===== src/rtl/core/edd_pkg.sv =====
// Shared types and constants for the echo drop detector.
// Depends on nothing; every other file of the block imports it.
`default_nettype none

package edd_pkg;

    // Field widths.
    localparam int ECHO_W      = 20;
    localparam int DIST_W      = 15;
    localparam int DROP_W      = 16;
    localparam int HOLD_CNT_W  = 10;
    localparam int HOLD_SAMP_W = 8;

    // Stream and configuration port widths.
    localparam int IN_TDATA_W  = 24;
    localparam int OUT_TDATA_W = 32;
    localparam int IDX_W       = 2;
    localparam int CFG_DATA_W  = 15;

    // Register indexes of the configuration port.
    localparam logic [IDX_W-1:0] REG_MAX_DISTANCE    = 2'd0;
    localparam logic [IDX_W-1:0] REG_DROP_THRESHOLD  = 2'd1;
    localparam logic [IDX_W-1:0] REG_HOLDOFF_SAMPLES = 2'd2;
    localparam logic [IDX_W-1:0] REG_DISTANCE_UNIT   = 2'd3;

    // Register reset values.
    localparam logic [DIST_W-1:0]      MAX_DISTANCE_RST    = 15'd400;
    localparam logic [DIST_W-1:0]      DROP_THRESHOLD_RST  = 15'd5;
    localparam logic [HOLD_SAMP_W-1:0] HOLDOFF_SAMPLES_RST = 8'd10;
    localparam logic                   DISTANCE_UNIT_RST   = 1'b0;

    // The holdoff after reset or a configuration write is this many times the setting.
    localparam int HOLDOFF_RESET_FACTOR = 4;
    localparam logic [HOLD_CNT_W-1:0] HOLDOFF_CNT_RST =
        HOLD_CNT_W'(HOLDOFF_RESET_FACTOR * int'(HOLDOFF_SAMPLES_RST));

    // Division by 58 or 148 as a multiplication by a rounded-up reciprocal.
    // The shift is large enough that the error stays below one for any 20-bit width.
    localparam int CM_DIVISOR = 58;
    localparam int IN_DIVISOR = 148;
    localparam int CM_SHIFT   = 26;
    localparam int IN_SHIFT   = 28;
    localparam int RECIP_W    = 21;
    localparam int PROD_W     = ECHO_W + RECIP_W;
    localparam logic [RECIP_W-1:0] CM_RECIP =
        RECIP_W'((64'd1 << CM_SHIFT) / CM_DIVISOR + 1);
    localparam logic [RECIP_W-1:0] IN_RECIP =
        RECIP_W'((64'd1 << IN_SHIFT) / IN_DIVISOR + 1);

    // Current register settings.
    typedef struct packed {
        logic [DIST_W-1:0]      max_distance;
        logic [DIST_W-1:0]      drop_threshold;
        logic [HOLD_SAMP_W-1:0] holdoff_samples;
        logic                   distance_unit;
    } cfg_t;

    // Restart request raised by a configuration write.
    typedef struct packed {
        logic                  strobe;
        logic [HOLD_CNT_W-1:0] holdoff;
    } restart_t;

endpackage

`default_nettype wire


===== src/rtl/core/echo_drop_detector_with_holdoff_unit.sv =====
// Top level of the echo drop detector: streams, configuration port and stage wiring.
// Depends on edd_pkg, edd_cfg, edd_divider and edd_detect.
`default_nettype none

// Each input word is one echo width in microseconds; each gives exactly one result word,
// in order, by way of the input, quotient and result registers. The width is divided by 58
// (cm) or 148 (inches) through a reciprocal multiply, clamped to max_distance, and compared
// with the previous distance; a drop above drop_threshold while the holdoff count is zero is
// a hit and rearms the holdoff with holdoff_samples. The block takes one word per cycle while
// the output is not stalled: the reciprocal multiplier has its own stage, and the holdoff and
// previous-distance registers close their loop within the last stage. Reset or any write
// to the configuration port clears the previous distance and loads the holdoff with four
// times holdoff_samples; writes are meant to be issued only while no word is in flight.

module echo_drop_detector_with_holdoff_unit
    import edd_pkg::*;
(
    input  wire logic                   clk,
    input  wire logic                   rst_n,
    // Input words.
    input  wire logic                   s_tvalid,
    output logic                        s_tready,
    input  wire logic [IN_TDATA_W-1:0]  s_tdata,   // [19:0] echo_width_us, rest zero
    // Result words.
    output logic                        m_tvalid,
    input  wire logic                   m_tready,
    output logic [OUT_TDATA_W-1:0]      m_tdata,   // [0] hit, [16:1] drop_amount,
                                                   // [31:17] distance
    // Configuration writes.
    input  wire logic                   cfg_valid,
    output logic                        cfg_ready,
    input  wire logic [IDX_W-1:0]       cfg_index,
    input  wire logic [CFG_DATA_W-1:0]  cfg_data
);

    cfg_t              cfg;
    restart_t          restart;
    logic              quot_valid;
    logic              quot_ready;
    logic [DIST_W-1:0] quotient;
    logic              hit;
    logic [DROP_W-1:0] drop;
    logic [DIST_W-1:0] distance;

    // Configuration registers.
    edd_cfg u_cfg (
        .clk       (clk),
        .rst_n     (rst_n),
        .cfg_valid (cfg_valid),
        .cfg_ready (cfg_ready),
        .cfg_index (cfg_index),
        .cfg_data  (cfg_data),
        .cfg       (cfg),
        .restart   (restart)
    );

    // Width to distance.
    edd_divider u_divider (
        .clk           (clk),
        .rst_n         (rst_n),
        .distance_unit (cfg.distance_unit),
        .in_valid      (s_tvalid),
        .in_ready      (s_tready),
        .in_width      (s_tdata[ECHO_W-1:0]),
        .out_valid     (quot_valid),
        .out_ready     (quot_ready),
        .out_quotient  (quotient)
    );

    // Clamp, drop and holdoff.
    edd_detect u_detect (
        .clk          (clk),
        .rst_n        (rst_n),
        .cfg          (cfg),
        .restart      (restart),
        .in_valid     (quot_valid),
        .in_ready     (quot_ready),
        .in_quotient  (quotient),
        .out_valid    (m_tvalid),
        .out_ready    (m_tready),
        .out_hit      (hit),
        .out_drop     (drop),
        .out_distance (distance)
    );

    assign m_tdata = {distance, drop, hit};

endmodule

`default_nettype wire


===== src/rtl/core/edd_cfg.sv =====
// Configuration registers of the echo drop detector.
// Depends on edd_pkg; raises a restart request for the detect stage.
`default_nettype none

module edd_cfg
    import edd_pkg::*;
(
    input  wire logic                  clk,
    input  wire logic                  rst_n,
    input  wire logic                  cfg_valid,
    output logic                       cfg_ready,
    input  wire logic [IDX_W-1:0]      cfg_index,
    input  wire logic [CFG_DATA_W-1:0] cfg_data,
    output cfg_t                       cfg,
    output restart_t                   restart
);

    cfg_t cfg_reg;
    cfg_t cfg_next;
    logic cfg_write;

    assign cfg_ready = 1'b1;
    assign cfg_write = cfg_valid && cfg_ready;
    assign cfg       = cfg_reg;

    // Register decode.
    always_comb
    begin
        cfg_next = cfg_reg;
        unique case (cfg_index)
            REG_MAX_DISTANCE:    cfg_next.max_distance    = cfg_data[DIST_W-1:0];
            REG_DROP_THRESHOLD:  cfg_next.drop_threshold  = cfg_data[DIST_W-1:0];
            REG_HOLDOFF_SAMPLES: cfg_next.holdoff_samples = cfg_data[HOLD_SAMP_W-1:0];
            REG_DISTANCE_UNIT:   cfg_next.distance_unit   = cfg_data[0];
        endcase
    end

    // Any write restarts detection, with the holdoff taken from the new setting.
    assign restart.strobe  = cfg_write;
    assign restart.holdoff = HOLD_CNT_W'(HOLDOFF_RESET_FACTOR
                                         * int'(cfg_next.holdoff_samples));

    always_ff @(posedge clk or negedge rst_n)
    begin
        if (!rst_n)
        begin
            cfg_reg.max_distance    <= MAX_DISTANCE_RST;
            cfg_reg.drop_threshold  <= DROP_THRESHOLD_RST;
            cfg_reg.holdoff_samples <= HOLDOFF_SAMPLES_RST;
            cfg_reg.distance_unit   <= DISTANCE_UNIT_RST;
        end
        else if (cfg_write)
        begin
            cfg_reg <= cfg_next;
        end
    end

endmodule

`default_nettype wire


===== src/rtl/core/edd_divider.sv =====
// Two-stage width-to-distance converter: input register, then the quotient register.
// Depends on edd_pkg; divides by reciprocal multiplication.
`default_nettype none

module edd_divider
    import edd_pkg::*;
(
    input  wire logic              clk,
    input  wire logic              rst_n,
    input  wire logic              distance_unit,
    input  wire logic              in_valid,
    output logic                   in_ready,
    input  wire logic [ECHO_W-1:0] in_width,
    output logic                   out_valid,
    input  wire logic              out_ready,
    output logic [DIST_W-1:0]      out_quotient
);

    logic               width_valid_reg;
    logic [ECHO_W-1:0]  width_reg;
    logic               quot_valid_reg;
    logic [DIST_W-1:0]  quot_reg;
    logic               width_en;
    logic               quot_en;
    logic [RECIP_W-1:0] recip;
    logic [PROD_W-1:0]  product;
    logic [DIST_W-1:0]  quot_next;

    // Each stage loads when it is empty or its word moves on.
    assign quot_en  = !quot_valid_reg || out_ready;
    assign width_en = !width_valid_reg || quot_en;
    assign in_ready = width_en;

    // Quotient = (width * reciprocal) >> shift.
    assign recip   = distance_unit ? IN_RECIP : CM_RECIP;
    assign product = {{RECIP_W{1'b0}}, width_reg} * {{ECHO_W{1'b0}}, recip};
    assign quot_next = distance_unit ? DIST_W'(product >> IN_SHIFT)
                                     : DIST_W'(product >> CM_SHIFT);

    always_ff @(posedge clk or negedge rst_n)
    begin
        if (!rst_n)
        begin
            width_valid_reg <= 1'b0;
            quot_valid_reg  <= 1'b0;
        end
        else
        begin
            if (width_en)
            begin
                width_valid_reg <= in_valid;
            end
            if (quot_en)
            begin
                quot_valid_reg <= width_valid_reg;
            end
        end
    end

    // Payload registers.
    always_ff @(posedge clk)
    begin
        if (width_en && in_valid)
        begin
            width_reg <= in_width;
        end
        if (quot_en && width_valid_reg)
        begin
            quot_reg <= quot_next;
        end
    end

    assign out_valid    = quot_valid_reg;
    assign out_quotient = quot_reg;

endmodule

`default_nettype wire


===== src/rtl/core/edd_detect.sv =====
// Clamp, drop and holdoff stage of the echo drop detector, with the result register.
// Depends on edd_pkg; holds the previous distance and the holdoff countdown.
`default_nettype none

module edd_detect
    import edd_pkg::*;
(
    input  wire logic              clk,
    input  wire logic              rst_n,
    input  wire cfg_t              cfg,
    input  wire restart_t          restart,
    input  wire logic              in_valid,
    output logic                   in_ready,
    input  wire logic [DIST_W-1:0] in_quotient,
    output logic                   out_valid,
    input  wire logic              out_ready,
    output logic                   out_hit,
    output logic [DROP_W-1:0]      out_drop,
    output logic [DIST_W-1:0]      out_distance
);

    logic                  out_valid_reg;
    logic                  hit_reg;
    logic [DROP_W-1:0]     drop_reg;
    logic [DIST_W-1:0]     dist_reg;
    logic [DIST_W-1:0]     prev_dist_reg;
    logic [DIST_W-1:0]     prev_dist_next;
    logic [HOLD_CNT_W-1:0] holdoff_reg;
    logic [HOLD_CNT_W-1:0] holdoff_next;
    logic [DIST_W-1:0]     cur_dist;
    logic signed [DROP_W-1:0] drop;
    logic                  hit;
    logic                  take;

    assign in_ready = !out_valid_reg || out_ready;
    assign take     = in_valid && in_ready;

    // Clamp and drop from the previous distance.
    assign cur_dist = (in_quotient > cfg.max_distance) ? cfg.max_distance : in_quotient;
    assign drop = $signed({1'b0, prev_dist_reg}) - $signed({1'b0, cur_dist});
    assign hit  = (holdoff_reg == '0) && (drop > $signed({1'b0, cfg.drop_threshold}));

    // State update: a restart wins; else a taken word counts down or rearms on a hit.
    always_comb
    begin
        prev_dist_next = prev_dist_reg;
        holdoff_next   = holdoff_reg;
        if (restart.strobe)
        begin
            prev_dist_next = '0;
            holdoff_next   = restart.holdoff;
        end
        else if (take)
        begin
            prev_dist_next = cur_dist;
            if (holdoff_reg != '0)
            begin
                holdoff_next = holdoff_reg - 1'b1;
            end
            else if (hit)
            begin
                holdoff_next = HOLD_CNT_W'(cfg.holdoff_samples);
            end
        end
    end

    always_ff @(posedge clk or negedge rst_n)
    begin
        if (!rst_n)
        begin
            out_valid_reg <= 1'b0;
            prev_dist_reg <= '0;
            holdoff_reg   <= HOLDOFF_CNT_RST;
        end
        else
        begin
            if (in_ready)
            begin
                out_valid_reg <= in_valid;
            end
            prev_dist_reg <= prev_dist_next;
            holdoff_reg   <= holdoff_next;
        end
    end

    // Result register.
    always_ff @(posedge clk)
    begin
        if (take)
        begin
            hit_reg  <= hit;
            drop_reg <= drop;
            dist_reg <= cur_dist;
        end
    end

    assign out_valid    = out_valid_reg;
    assign out_hit      = hit_reg;
    assign out_drop     = drop_reg;
    assign out_distance = dist_reg;

endmodule

`default_nettype wire


===== config.mk =====
export PLATFORM = sky130hd
export DESIGN_NAME = echo_drop_detector_with_holdoff_unit
export DESIGN_NICKNAME = d
export VERILOG_FILES = /design/src/rtl/core/edd_pkg.sv /design/src/rtl/core/echo_drop_detector_with_holdoff_unit.sv /design/src/rtl/core/edd_cfg.sv /design/src/rtl/core/edd_divider.sv /design/src/rtl/core/edd_detect.sv
export SDC_FILE = /design/constraint.sdc
export NUM_CORES = 1
export LEC_CHECK = 0
export BUFFER_PORTS_ARGS = -buffer_cell sky130_fd_sc_hd__buf_2
export CORE_ASPECT_RATIO = 1.25
export CORE_MARGIN = 1
export CORE_UTILIZATION = 54
export CTS_BUF_LIST = sky130_fd_sc_hd__clkbuf_8
export CTS_CLUSTER_SIZE = 25
export DETAILED_ROUTE_END_ITERATION = 8
export GPL_ROUTABILITY_DRIVEN = 0
export GPL_TIMING_DRIVEN = 0
export PLACE_DENSITY = 0.72
export SLEW_MARGIN = 20
export SYNTH_ARGS = -nofsm -noshare
export SYNTH_HDL_FRONTEND = slang
export SYNTH_SLANG_ARGS = --single-unit

===== constraint.sdc =====
create_clock -name clk -period 9.95 [get_ports clk]
set_input_delay 0.4975 -clock clk [delete_from_list [all_inputs] [get_ports clk]]
set_output_delay 0.4975 -clock clk [all_outputs]
set_load 0.02 [all_outputs]

==> summary.txt, run 1 <==
Route
  • Drt pass-1 iters: 5
  • ANT nets after route: 0
  • Drc violations: 0
  • Via density: 5.314
  • WL per Instance: 17.68 µm
  • Vias: 10,820
  • WL final: 36,010 µm
  • Initial DRC count: 508

Worst setup path
  • Worst Path Required: 10.16 ns
  • CP Depth: 28
  • Arr. time, crit path: 9.64 ns
  • R2r endpoint: u_divider.out_quotient[14]
  • Crit path max fanout: 10
  • WP buf/inv: 8
  • Worst setup path start: u_cfg.cfg[0]
  • Internal reg-to-reg setup slack: 0.52 ns
  • CP endpoint kind: flop
  • CP startpoint kind: flop
  • Critical path class: flop to flop
  • CP delay by family, top: adder cells
  • CP most frequent cell: fa_1
  • Worst Reg-to-Reg Cells: 28
  • RR Startpoint: u_cfg.cfg[0]
  • Crit path max-delay cell type: clkbuf_1
  • Crit path largest cell delay: 0.62 ns

Worst hold path
  • Hold EP: u_divider.width_reg[8]
  • Hold Path Depth: 1
  • Hold Path Class: input pin to flop
  • Hold_sp: s_tdata[8]

Yosys
  • Syn nets: 2,040
  • FFs w/ async S/R, synth: 50.00%
  • YS warnings: 0
  • Synth cell types: 73
  • Average cell area after synthesis: 10.47 µm²
  • Synth area leader: fa_1
  • Count leader, synth: inv_1
  • Share of the synthesized area in the top cell type: 28.71%
  • Synth top area cells: fa_1 (29%), ha_1 (18%), edfxtp_1 (13%)
  • Register area share after synthesis: 23.07%
  • Post-Syn Area: 16,040 µm²
  • Ys flop type: edfxtp_1
  • Post-synth EDFFs: 67
  • Synth Register Bits: 134
  • Cells after Synth: 1,532
  • Commonest cells post-synth: inv_1 (379), ha_1 (232), fa_1 (230), nor2_1 (81), nand2_1 (72)

STA
  • Final hold violation count: 0
  • Min Clock Period, post-route: 9.432 ns
  • RSZ-0062 raised after global routing: no
  • Worst-margin pin slew: 0.8041 ns
  • Max_slew headroom: 46.39%
  • Part of the cycle the worst path needs: 94.80%
  • Setup_tns: 0 ns
  • Clock Skews: 0.02532 ns
  • Max Clk Rate: 0.1060 GHz
  • # setup viols final: 0
  • Hold WS: 0.1867 ns
  • Slew Viols, Final: 0
  • Setup ws final: 0.5175 ns

Clock network
  • Clock Path Buffers: 2
  • Setup Buffers After CTS: 0
  • Later-pin clock latency in the skew report: 0.48 ns
  • CTS clk-pin slew, worst paths: 0.09 ns
  • CTS tree: built
  • Clk Tree Root Cell: clkbuf_8
  • H-tree Lvls: 4
  • CTS buffer count: 17
  • Sink Count: 134

Global routing
  • Initial antenna violation count: 0
  • Vias in the first global route: 11,720
  • GR Overflow Total: 0
  • Pin count of the biggest net entering global routing: 48
  • First-pass GRT wire length: 58,650 µm
  • GRT Total Usage: 25.69%

Floorplan
  • Area of the core: 29,250 µm²
  • Die Ht: 194.7 µm
  • Rows: 70
  • Ports: 81
  • Total die area: 30,400 µm²
  • Starting density of the core: 54.83%
  • DIE WIDTH: 156.2 µm

Final layout
  • Layout area overhead: 8.190%
  • Antenna fix cells: 0
  • Final net count: 2,136
  • Largest register FFs: 39
  • Layout cells sized above 1: 10.05%
  • # fillers: 2,495

Placement
  • DP Worst Slack: 0.3076 ns
  • PortBufs: 74
  • Detailed Place HPWL: 30,580 µm

Status
  • Outcome: complete, no violations

Flow run
  • # Max-Cap Violations: 0
[what timing repair did]
action                                 4_1_cts  5_1_grt
hold buffers                                 1        0
endpoints found under the hold margin       17        0
gates resized for setup                      0        2
setup endpoints to repair                    0        1
[through the flow]
stage,std cells,area (µm²),utilization [%]
final,2037,17350,59.32
after global routing,2037,17350,59.32
after CTS,2037,17350,59.32
after detailed placement,2004,16960,57.97
after global placement,2002,16910,57.79
after floorplan,1532,16040,-
[layout make-up]
| cell class | instances | area [µm²] | area share [%] |
|---|---|---|---|
| clock inverter | 14 | 136.4 | 0.7859 |
| clock buffer | 18 | 247.7 | 1.428 |
| inverter | 381 | 1430 | 8.241 |
| multi-input combinational | 985 | 10780 | 62.10 |
| sequential | 134 | 3700 | 21.32 |
| timing repair buffer | 77 | 430.4 | 2.480 |
| buffer | 32 | 137.6 | 0.7931 |
| tap | 396 | 495.5 | 2.855 |
[worst reg2reg max path, delay by kind of cell, from the launching register on]
kind / cells / cell delay [ns]
adder cells (fa/ha/maj): 8 / 3.47
AO/OA/AOI/OAI: 8 / 2.54
buffers and inverters: 8 / 2.02
AND/OR/NAND/NOR: 3 / 0.45
XOR/XNOR: 1 / 0.37
flip-flops: 1 / 0.33
[cell usage in the layout, fill, tap and decap left out, types with 15 or more instances in the layout]
cell / netlist / routed
nor2_1: 81 / 81
nand3_1: 16 / 16
buf_2: 0 / 73
o21ai_0: 42 / 42
a21oi_1: 48 / 48
inv_1: 379 / 380
ha_1: 232 / 232
mux2i_1: 25 / 25
nor3_1: 15 / 15
dfrtp_1: 58 / 58
clkbuf_8: 0 / 18
clkbuf_1: 25 / 24
xnor2_1: 26 / 26
fa_1: 230 / 230
mux2_2: 32 / 32
a211oi_1: 22 / 22
nand2b_1: 16 / 16
nand2_1: 72 / 72
edfxtp_1: 67 / 67
[worst max path at each step]
| stage | endpoint | slack, ns |
|---|---|---|
| after floorplan | u_divider.out_quotient[14] | 2.60 |
| after global placement | u_divider.out_quotient[12] | 0.32 |
| after detailed placement | u_divider.out_quotient[12] | 0.31 |
| after CTS | u_divider.out_quotient[12] | 0.25 |
| after global routing | u_divider.out_quotient[12] | 0.16 |
| final | u_divider.out_quotient[14] | 0.52 |
[metal layers]
metal	part of all wire, %	vias up	track usage, %
met5	0	-	0
met4	3.6	0	10.82
met3	3.4	74	3.255
met2	54	259	47.57
met1	39	5363	29.41
li1	-	5128	-
[cells by family (layout without fill, tap and decap cells)]
kind of cell	count (synthesis)	after routing	share of synthesized area [%]
AND/OR/NAND/NOR	250	250	7.231
buffers and inverters	413	522	9.758
XOR/XNOR	31	31	1.693
adder cells (fa/ha/maj)	464	464	46.93
multiplexers	58	58	3.892
other	1	1	0.02338
AO/OA/AOI/OAI	181	181	7.403
flip-flops	134	134	23.07
Power of run 1 is not shown: default switching activity piles up to over one toggle a cycle in this logic, so the estimate is an artifact.
==> run 2: changes to the inputs <==
--- a/config.mk
+++ b/config.mk
@@ -8,13 +8,13 @@
 export BUFFER_PORTS_ARGS = -buffer_cell sky130_fd_sc_hd__buf_2
 export CORE_ASPECT_RATIO = 1.25
 export CORE_MARGIN = 1
-export CORE_UTILIZATION = 54
+export CORE_UTILIZATION = 59
 export CTS_BUF_LIST = sky130_fd_sc_hd__clkbuf_8
 export CTS_CLUSTER_SIZE = 25
 export DETAILED_ROUTE_END_ITERATION = 8
 export GPL_ROUTABILITY_DRIVEN = 0
 export GPL_TIMING_DRIVEN = 0
-export PLACE_DENSITY = 0.72
+export PLACE_DENSITY = 0.77
 export SLEW_MARGIN = 20
 export SYNTH_ARGS = -nofsm -noshare
 export SYNTH_HDL_FRONTEND = slang
==> run 2 against run 1 <==
  * Global-route usage rose by 2.4 points
  * Clock skew shrank 0.0037 ns
  * Setup slack improved by 0.076 ns
  * Critical endpoint is now u_divider.out_quotient[12]
  * Sequential share of layout area rose by 0.096 points
  * Worst hold slack gained 0.0021 ns
  * Flip-flop and latch count did not move
  * First-iteration DRC count rose by 0.20%
  * Utilization is 5.3 points higher
  * Non-clock buffer count unchanged
  * Critical path type unchanged
  * Via count rose by 0.97%
  * Cell area fell by 0.45%
  * Die area fell by 8.4%
  * Highest routed layer unchanged
==> summary.txt, run 2 (same netlist as run 1, synthesis figures left out) <==
Worst setup path
  • CP cell instances: clkbuf_1, clkbuf_1, clkbuf_1, and2_1, fa_1, ha_1, fa_1, fa_1, fa_1, fa_1, inv_1, fa_1, inv_1, ha_1, nand4_1, nor2_1, o21ai_0, a211oi_1, o211ai_1, a211oi_1, o31a_1, a2111oi_0, nor3_1, o221ai_1
  • Crit path max-delay cell type: clkbuf_1
  • CP most frequent cell: fa_1
  • Worst Reg-to-Reg Cells: 24
  • Internal reg-to-reg setup slack: 0.59 ns
  • Arr. time, crit path: 9.50 ns
  • CP startpoint kind: flop
  • CP delay by family, top: adder cells
  • WP buf/inv: 5
  • CP endpoint kind: flop
  • Crit path max fanout: 10
  • CP Depth: 24
  • Critical path class: flop to flop
  • Crit path largest cell delay: 0.64 ns
  • Worst Path Required: 10.09 ns

Worst hold path
  • Hold Path Depth: 1
  • Hold Path Class: input pin to flop

STA
  • Max_slew headroom: 46.52%
  • Max Clk Rate: 0.1069 GHz
  • Min Clock Period, post-route: 9.357 ns
  • Slew Viols, Final: 0
  • Setup_tns: 0 ns
  • # setup viols final: 0
  • Worst-margin pin slew: 0.7954 ns
  • RSZ-0062 raised after global routing: no
  • Clock Skews: 0.02161 ns
  • Final hold violation count: 0
  • Part of the cycle the worst path needs: 94.04%

Flow run
  • # Max-Cap Violations: 0

Floorplan
  • Area of the core: 26,740 µm²
  • Total die area: 27,850 µm²
  • Die Ht: 186.3 µm
  • DIE WIDTH: 149.5 µm
  • Starting density of the core: 59.98%
  • Ports: 81
  • Rows: 67

Route
  • Vias: 10,930
  • WL per Instance: 18.29 µm
  • Via density: 5.503
  • Drc violations: 0
  • Initial DRC count: 509
  • Drt pass-1 iters: 5
  • WL final: 36,330 µm
  • ANT nets after route: 0

Clock network
  • Clock Path Buffers: 2
  • Clk Tree Root Cell: clkbuf_8
  • H-tree Lvls: 4
  • Sink Count: 134
  • CTS buffer count: 17
  • CTS tree: built
  • Later-pin clock latency in the skew report: 0.48 ns
  • CTS clk-pin slew, worst paths: 0.09 ns

Placement
  • PortBufs: 74
  • Detailed Place HPWL: 30,550 µm

Final layout
  • Most frequent cells in the layout: inv_1 (383), ha_1 (232), fa_1 (230), nor2_1 (81), buf_2 (73)
  • Most common cell after layout, fill and taps aside: inv_1
  • Largest register FFs: 39
  • Final net count: 2,136
  • Layout cells sized above 1: 9.933%
  • Antenna fix cells: 0
  • Layout area overhead: 7.707%

Global routing
  • Vias in the first global route: 11,890
  • Initial antenna violation count: 0
  • Pin count of the biggest net entering global routing: 55
  • GRT Total Usage: 28.07%
  • First-pass GRT wire length: 59,100 µm
  • GR Overflow Total: 0

Status
  • Outcome: complete, no violations
## run 2: worst paths after layout
path | from | to
max in group asynchronous | rst_n | u_cfg.cfg[2]
hold / removal | s_tdata[2] | u_divider.width_reg[2]
hold reg to reg | u_divider.width_valid_reg | u_divider.out_valid
setup / recovery | u_cfg.cfg[0] | u_divider.out_quotient[12]
setup reg to reg | u_cfg.cfg[0] | u_divider.out_quotient[12]
min in group asynchronous | rst_n | u_cfg.cfg[21]
## run 2: cell type report
cell class                 count  area [µm²]
sequential                   134        3700
clock buffer                  18       247.7
clock inverter                14       122.6
inverter                     381        1430
timing repair buffer          77       430.4
tap                          345       431.7
fill                        2098        9465
buffer                        32       137.6
multi-input combinational    985       10780
## run 2: per-layer routing
metal | wire [µm] | GRT usage, % | part of all wire, %
met5 | 0 | 0 | 0
met4 | 1881 | 14.68 | 5.2
met3 | 1271 | 3.985 | 3.5
met2 | 19280 | 50.93 | 53
met1 | 13890 | 31.39 | 38
## run 2: repair_timing
item | in CTS | in global routing
endpoints found under the setup margin | 0 | 4
gates resized for setup | 0 | 1
hold buffers | 1 | 0
hold endpoints to repair | 13 | 0
buffers inserted | 0 | 0
## run 2: worst reg2reg max path: stages (launching register included)
cell and delay [ns]:
dfrtp_1 0.33, clkbuf_1 0.40, clkbuf_1 0.54, clkbuf_1 0.64, and2_1 0.36, fa_1 0.50
ha_1 0.36, fa_1 0.48, fa_1 0.54, fa_1 0.44, fa_1 0.50, inv_1 0.06
fa_1 0.52, inv_1 0.04, ha_1 0.29, nand4_1 0.25, nor2_1 0.17, o21ai_0 0.17
a211oi_1 0.56, o211ai_1 0.26, a211oi_1 0.52, o31a_1 0.30, a2111oi_0 0.13, nor3_1 0.37
o221ai_1 0.29
## run 2: metrics by stage
step | hold WS, ns | util [%] | worst slack, ns | cells | instance area, µm²
2_1_floorplan | 0.2019 | - | 2.604 | 1532 | 16040
3_5_place_dp | 0.3781 | 63.17 | 0.3670 | 1953 | 16890
5_1_grt | 0.1658 | 64.60 | 0.02725 | 1986 | 17280
3_3_place_gp | 0.4610 | 62.98 | 0.5160 | 1951 | 16840
4_1_cts | 0.1629 | 64.60 | 0.3262 | 1986 | 17270
6_report | 0.1888 | 64.60 | 0.5932 | 1986 | 17280
Power of run 2 is left out for the same reason.
==> run 3: changes to the inputs <==
--- a/config.mk
+++ b/config.mk
@@ -6,7 +6,7 @@
 export NUM_CORES = 1
 export LEC_CHECK = 0
 export BUFFER_PORTS_ARGS = -buffer_cell sky130_fd_sc_hd__buf_2
-export CORE_ASPECT_RATIO = 1.25
+export CORE_ASPECT_RATIO = 0.75
 export CORE_MARGIN = 1
 export CORE_UTILIZATION = 59
 export CTS_BUF_LIST = sky130_fd_sc_hd__clkbuf_8
==> run 3 against run 2 <==
  * Highest routed layer is now met5
  * Final cell count is essentially flat
  * Fmax rose by 0.13%
  * The flow now finishes with violations (design-rule violations)
  * Critical path depth grew 3
  * Utilization up 1.1 points
  * Critical path type unchanged
  * Largest cell class unchanged
  * Clock skew about the same
  * Register-to-register slack about the same
  * Via count is 2.1% higher
==> summary.txt, run 3 (same netlist as run 1, synthesis figures left out) <==
Final layout
  • Most common cell after layout, fill and taps aside: inv_1
  • Layout area overhead: 7.996%
  • Core Util, Final: 65.73%
  • Final net count: 2,136
  • Most frequent cells in the layout: inv_1 (379), ha_1 (232), fa_1 (230), nor2_1 (81), buf_2 (73)
  • # fillers: 2,019
  • Antenna fix cells: 0
  • Largest register FFs: 39
  • Layout cells sized above 1: 10.30%

Clock network
  • Clk Tree Root Cell: clkbuf_8
  • CTS buffer count: 17
  • CTS clk-pin slew, worst paths: 0.10 ns
  • Later-pin clock latency in the skew report: 0.49 ns
  • CTS tree: built
  • H-tree Lvls: 4
  • Sink Count: 134
  • Setup Buffers After CTS: 0
  • Clock Path Buffers: 2

Placement
  • DP Worst Slack: 0.4699 ns
  • Detailed Place HPWL: 31,150 µm
  • PortBufs: 74

Route
  • ANT nets after route: 0
  • Initial DRC count: 926
  • Drt pass-1 iters: 8
  • WL per Instance: 18.94 µm
  • Drc violations: 12
  • Via density: 5.622
  • Vias: 11,160
  • WL final: 37,590 µm

Global routing
  • Pin count of the biggest net entering global routing: 39
  • Vias in the first global route: 11,520
  • GRT Total Usage: 29.42%
  • GR Overflow Total: 0
  • Initial antenna violation count: 1
  • First-pass GRT wire length: 60,610 µm

STA
  • Max Clk Rate: 0.1070 GHz
  • Setup_tns: 0 ns
  • # setup viols final: 0
  • RSZ-0062 raised after global routing: no
  • Slew Viols, Final: 0
  • Final hold violation count: 0
  • Part of the cycle the worst path needs: 93.92%
  • Clock Skews: 0.02191 ns
  • Hold WS: 0.1743 ns
  • Min Clock Period, post-route: 9.345 ns
  • Worst-margin pin slew: 0.8328 ns
  • Max_slew headroom: 44.48%
  • Setup ws final: 0.6053 ns

Worst hold path
  • Hold Path Class: input pin to flop

Worst setup path
  • CP startpoint kind: flop
  • Arr. time, crit path: 9.55 ns
  • CP endpoint kind: flop
  • Critical path class: flop to flop
  • Crit path max fanout: 10
  • Worst Path Required: 10.15 ns

Flow run
  • # Max-Cap Violations: 0

Floorplan
  • Total die area: 27,860 µm²
  • Rows: 51
  • DIE WIDTH: 192.4 µm
  • Ports: 81
  • Area of the core: 26,350 µm²
  • Die Ht: 144.8 µm
  • Starting density of the core: 60.87%

Status
  • Outcome: complete, but fails checks
  • Failing checks: design-rule violations
[run 3: final cells by class]
class,count,area (µm²),area share [%]
plain buffers,32,142.6,0.8234
clock inverters,15,181.4,1.047
inverters,381,1430,8.256
well taps,344,430.4,2.485
flip-flops and latches,134,3700,21.36
clock buffers,17,234.0,1.351
repair buffers,77,422.9,2.441
multi-input cells,985,10780,62.24
[run 3: critical path, cell delays in order (launching register included)]
cell and delay, ns:
dfrtp_1 0.33, clkbuf_1 0.31, clkbuf_1 0.48, clkdlybuf4s15_1 0.81, nor2_1 0.22, fa_1 0.50, fa_1 0.51, inv_1 0.05
fa_1 0.49, inv_1 0.04, fa_1 0.46, fa_1 0.53, fa_1 0.55, inv_1 0.06, fa_1 0.50, inv_1 0.05
ha_1 0.29, nand2_1 0.07, o21ai_0 0.27, o21ai_0 0.29, a211oi_2 0.46, o211ai_1 0.24, a211oi_1 0.50, o31a_1 0.28
a2111oi_0 0.12, nor3_1 0.39, xnor2_1 0.17, nor2_1 0.05
[run 3: final timing paths]
kind,to,cells after the start,start,slack [ns]
worst max-delay path,u_divider.out_quotient[14],27,u_cfg.cfg[0],0.61
worst min-delay path,u_divider.width_reg[12],1,s_tdata[12],0.17
worst max register to register,u_divider.out_quotient[14],27,u_cfg.cfg[0],0.61
worst min register to register,u_divider.out_valid,1,u_divider.width_valid_reg,0.50
max in group asynchronous,u_cfg.cfg[2],3,rst_n,8.80
min in group asynchronous,u_cfg.cfg[17],2,rst_n,0.50
[run 3: layer usage]
layer	up-vias	wire (µm)	GRT usage (%)
li1	5133	-	-
met1	5521	17340	43.84
met2	445	15830	42.48
met3	58	3644	7.475
met4	2	762	8.164
met5	-	9	0
[run 3: what timing repair did]
action	4_1_cts	5_1_grt
hold buffers	1	0
endpoints found under the setup margin	0	3
endpoints found under the hold margin	26	0
resized for setup	0	2
[run 3: metrics by stage]
| stage | area, µm² | instances |
|---|---|---|
| 6_report | 17320 | 1985 |
| 5_1_grt | 17320 | 1985 |
| 4_1_cts | 17310 | 1985 |
| 3_5_place_dp | 16880 | 1952 |
| 3_3_place_gp | 16840 | 1950 |
| 2_1_floorplan | 16040 | 1532 |
Power of run 3 is left out for the same reason.
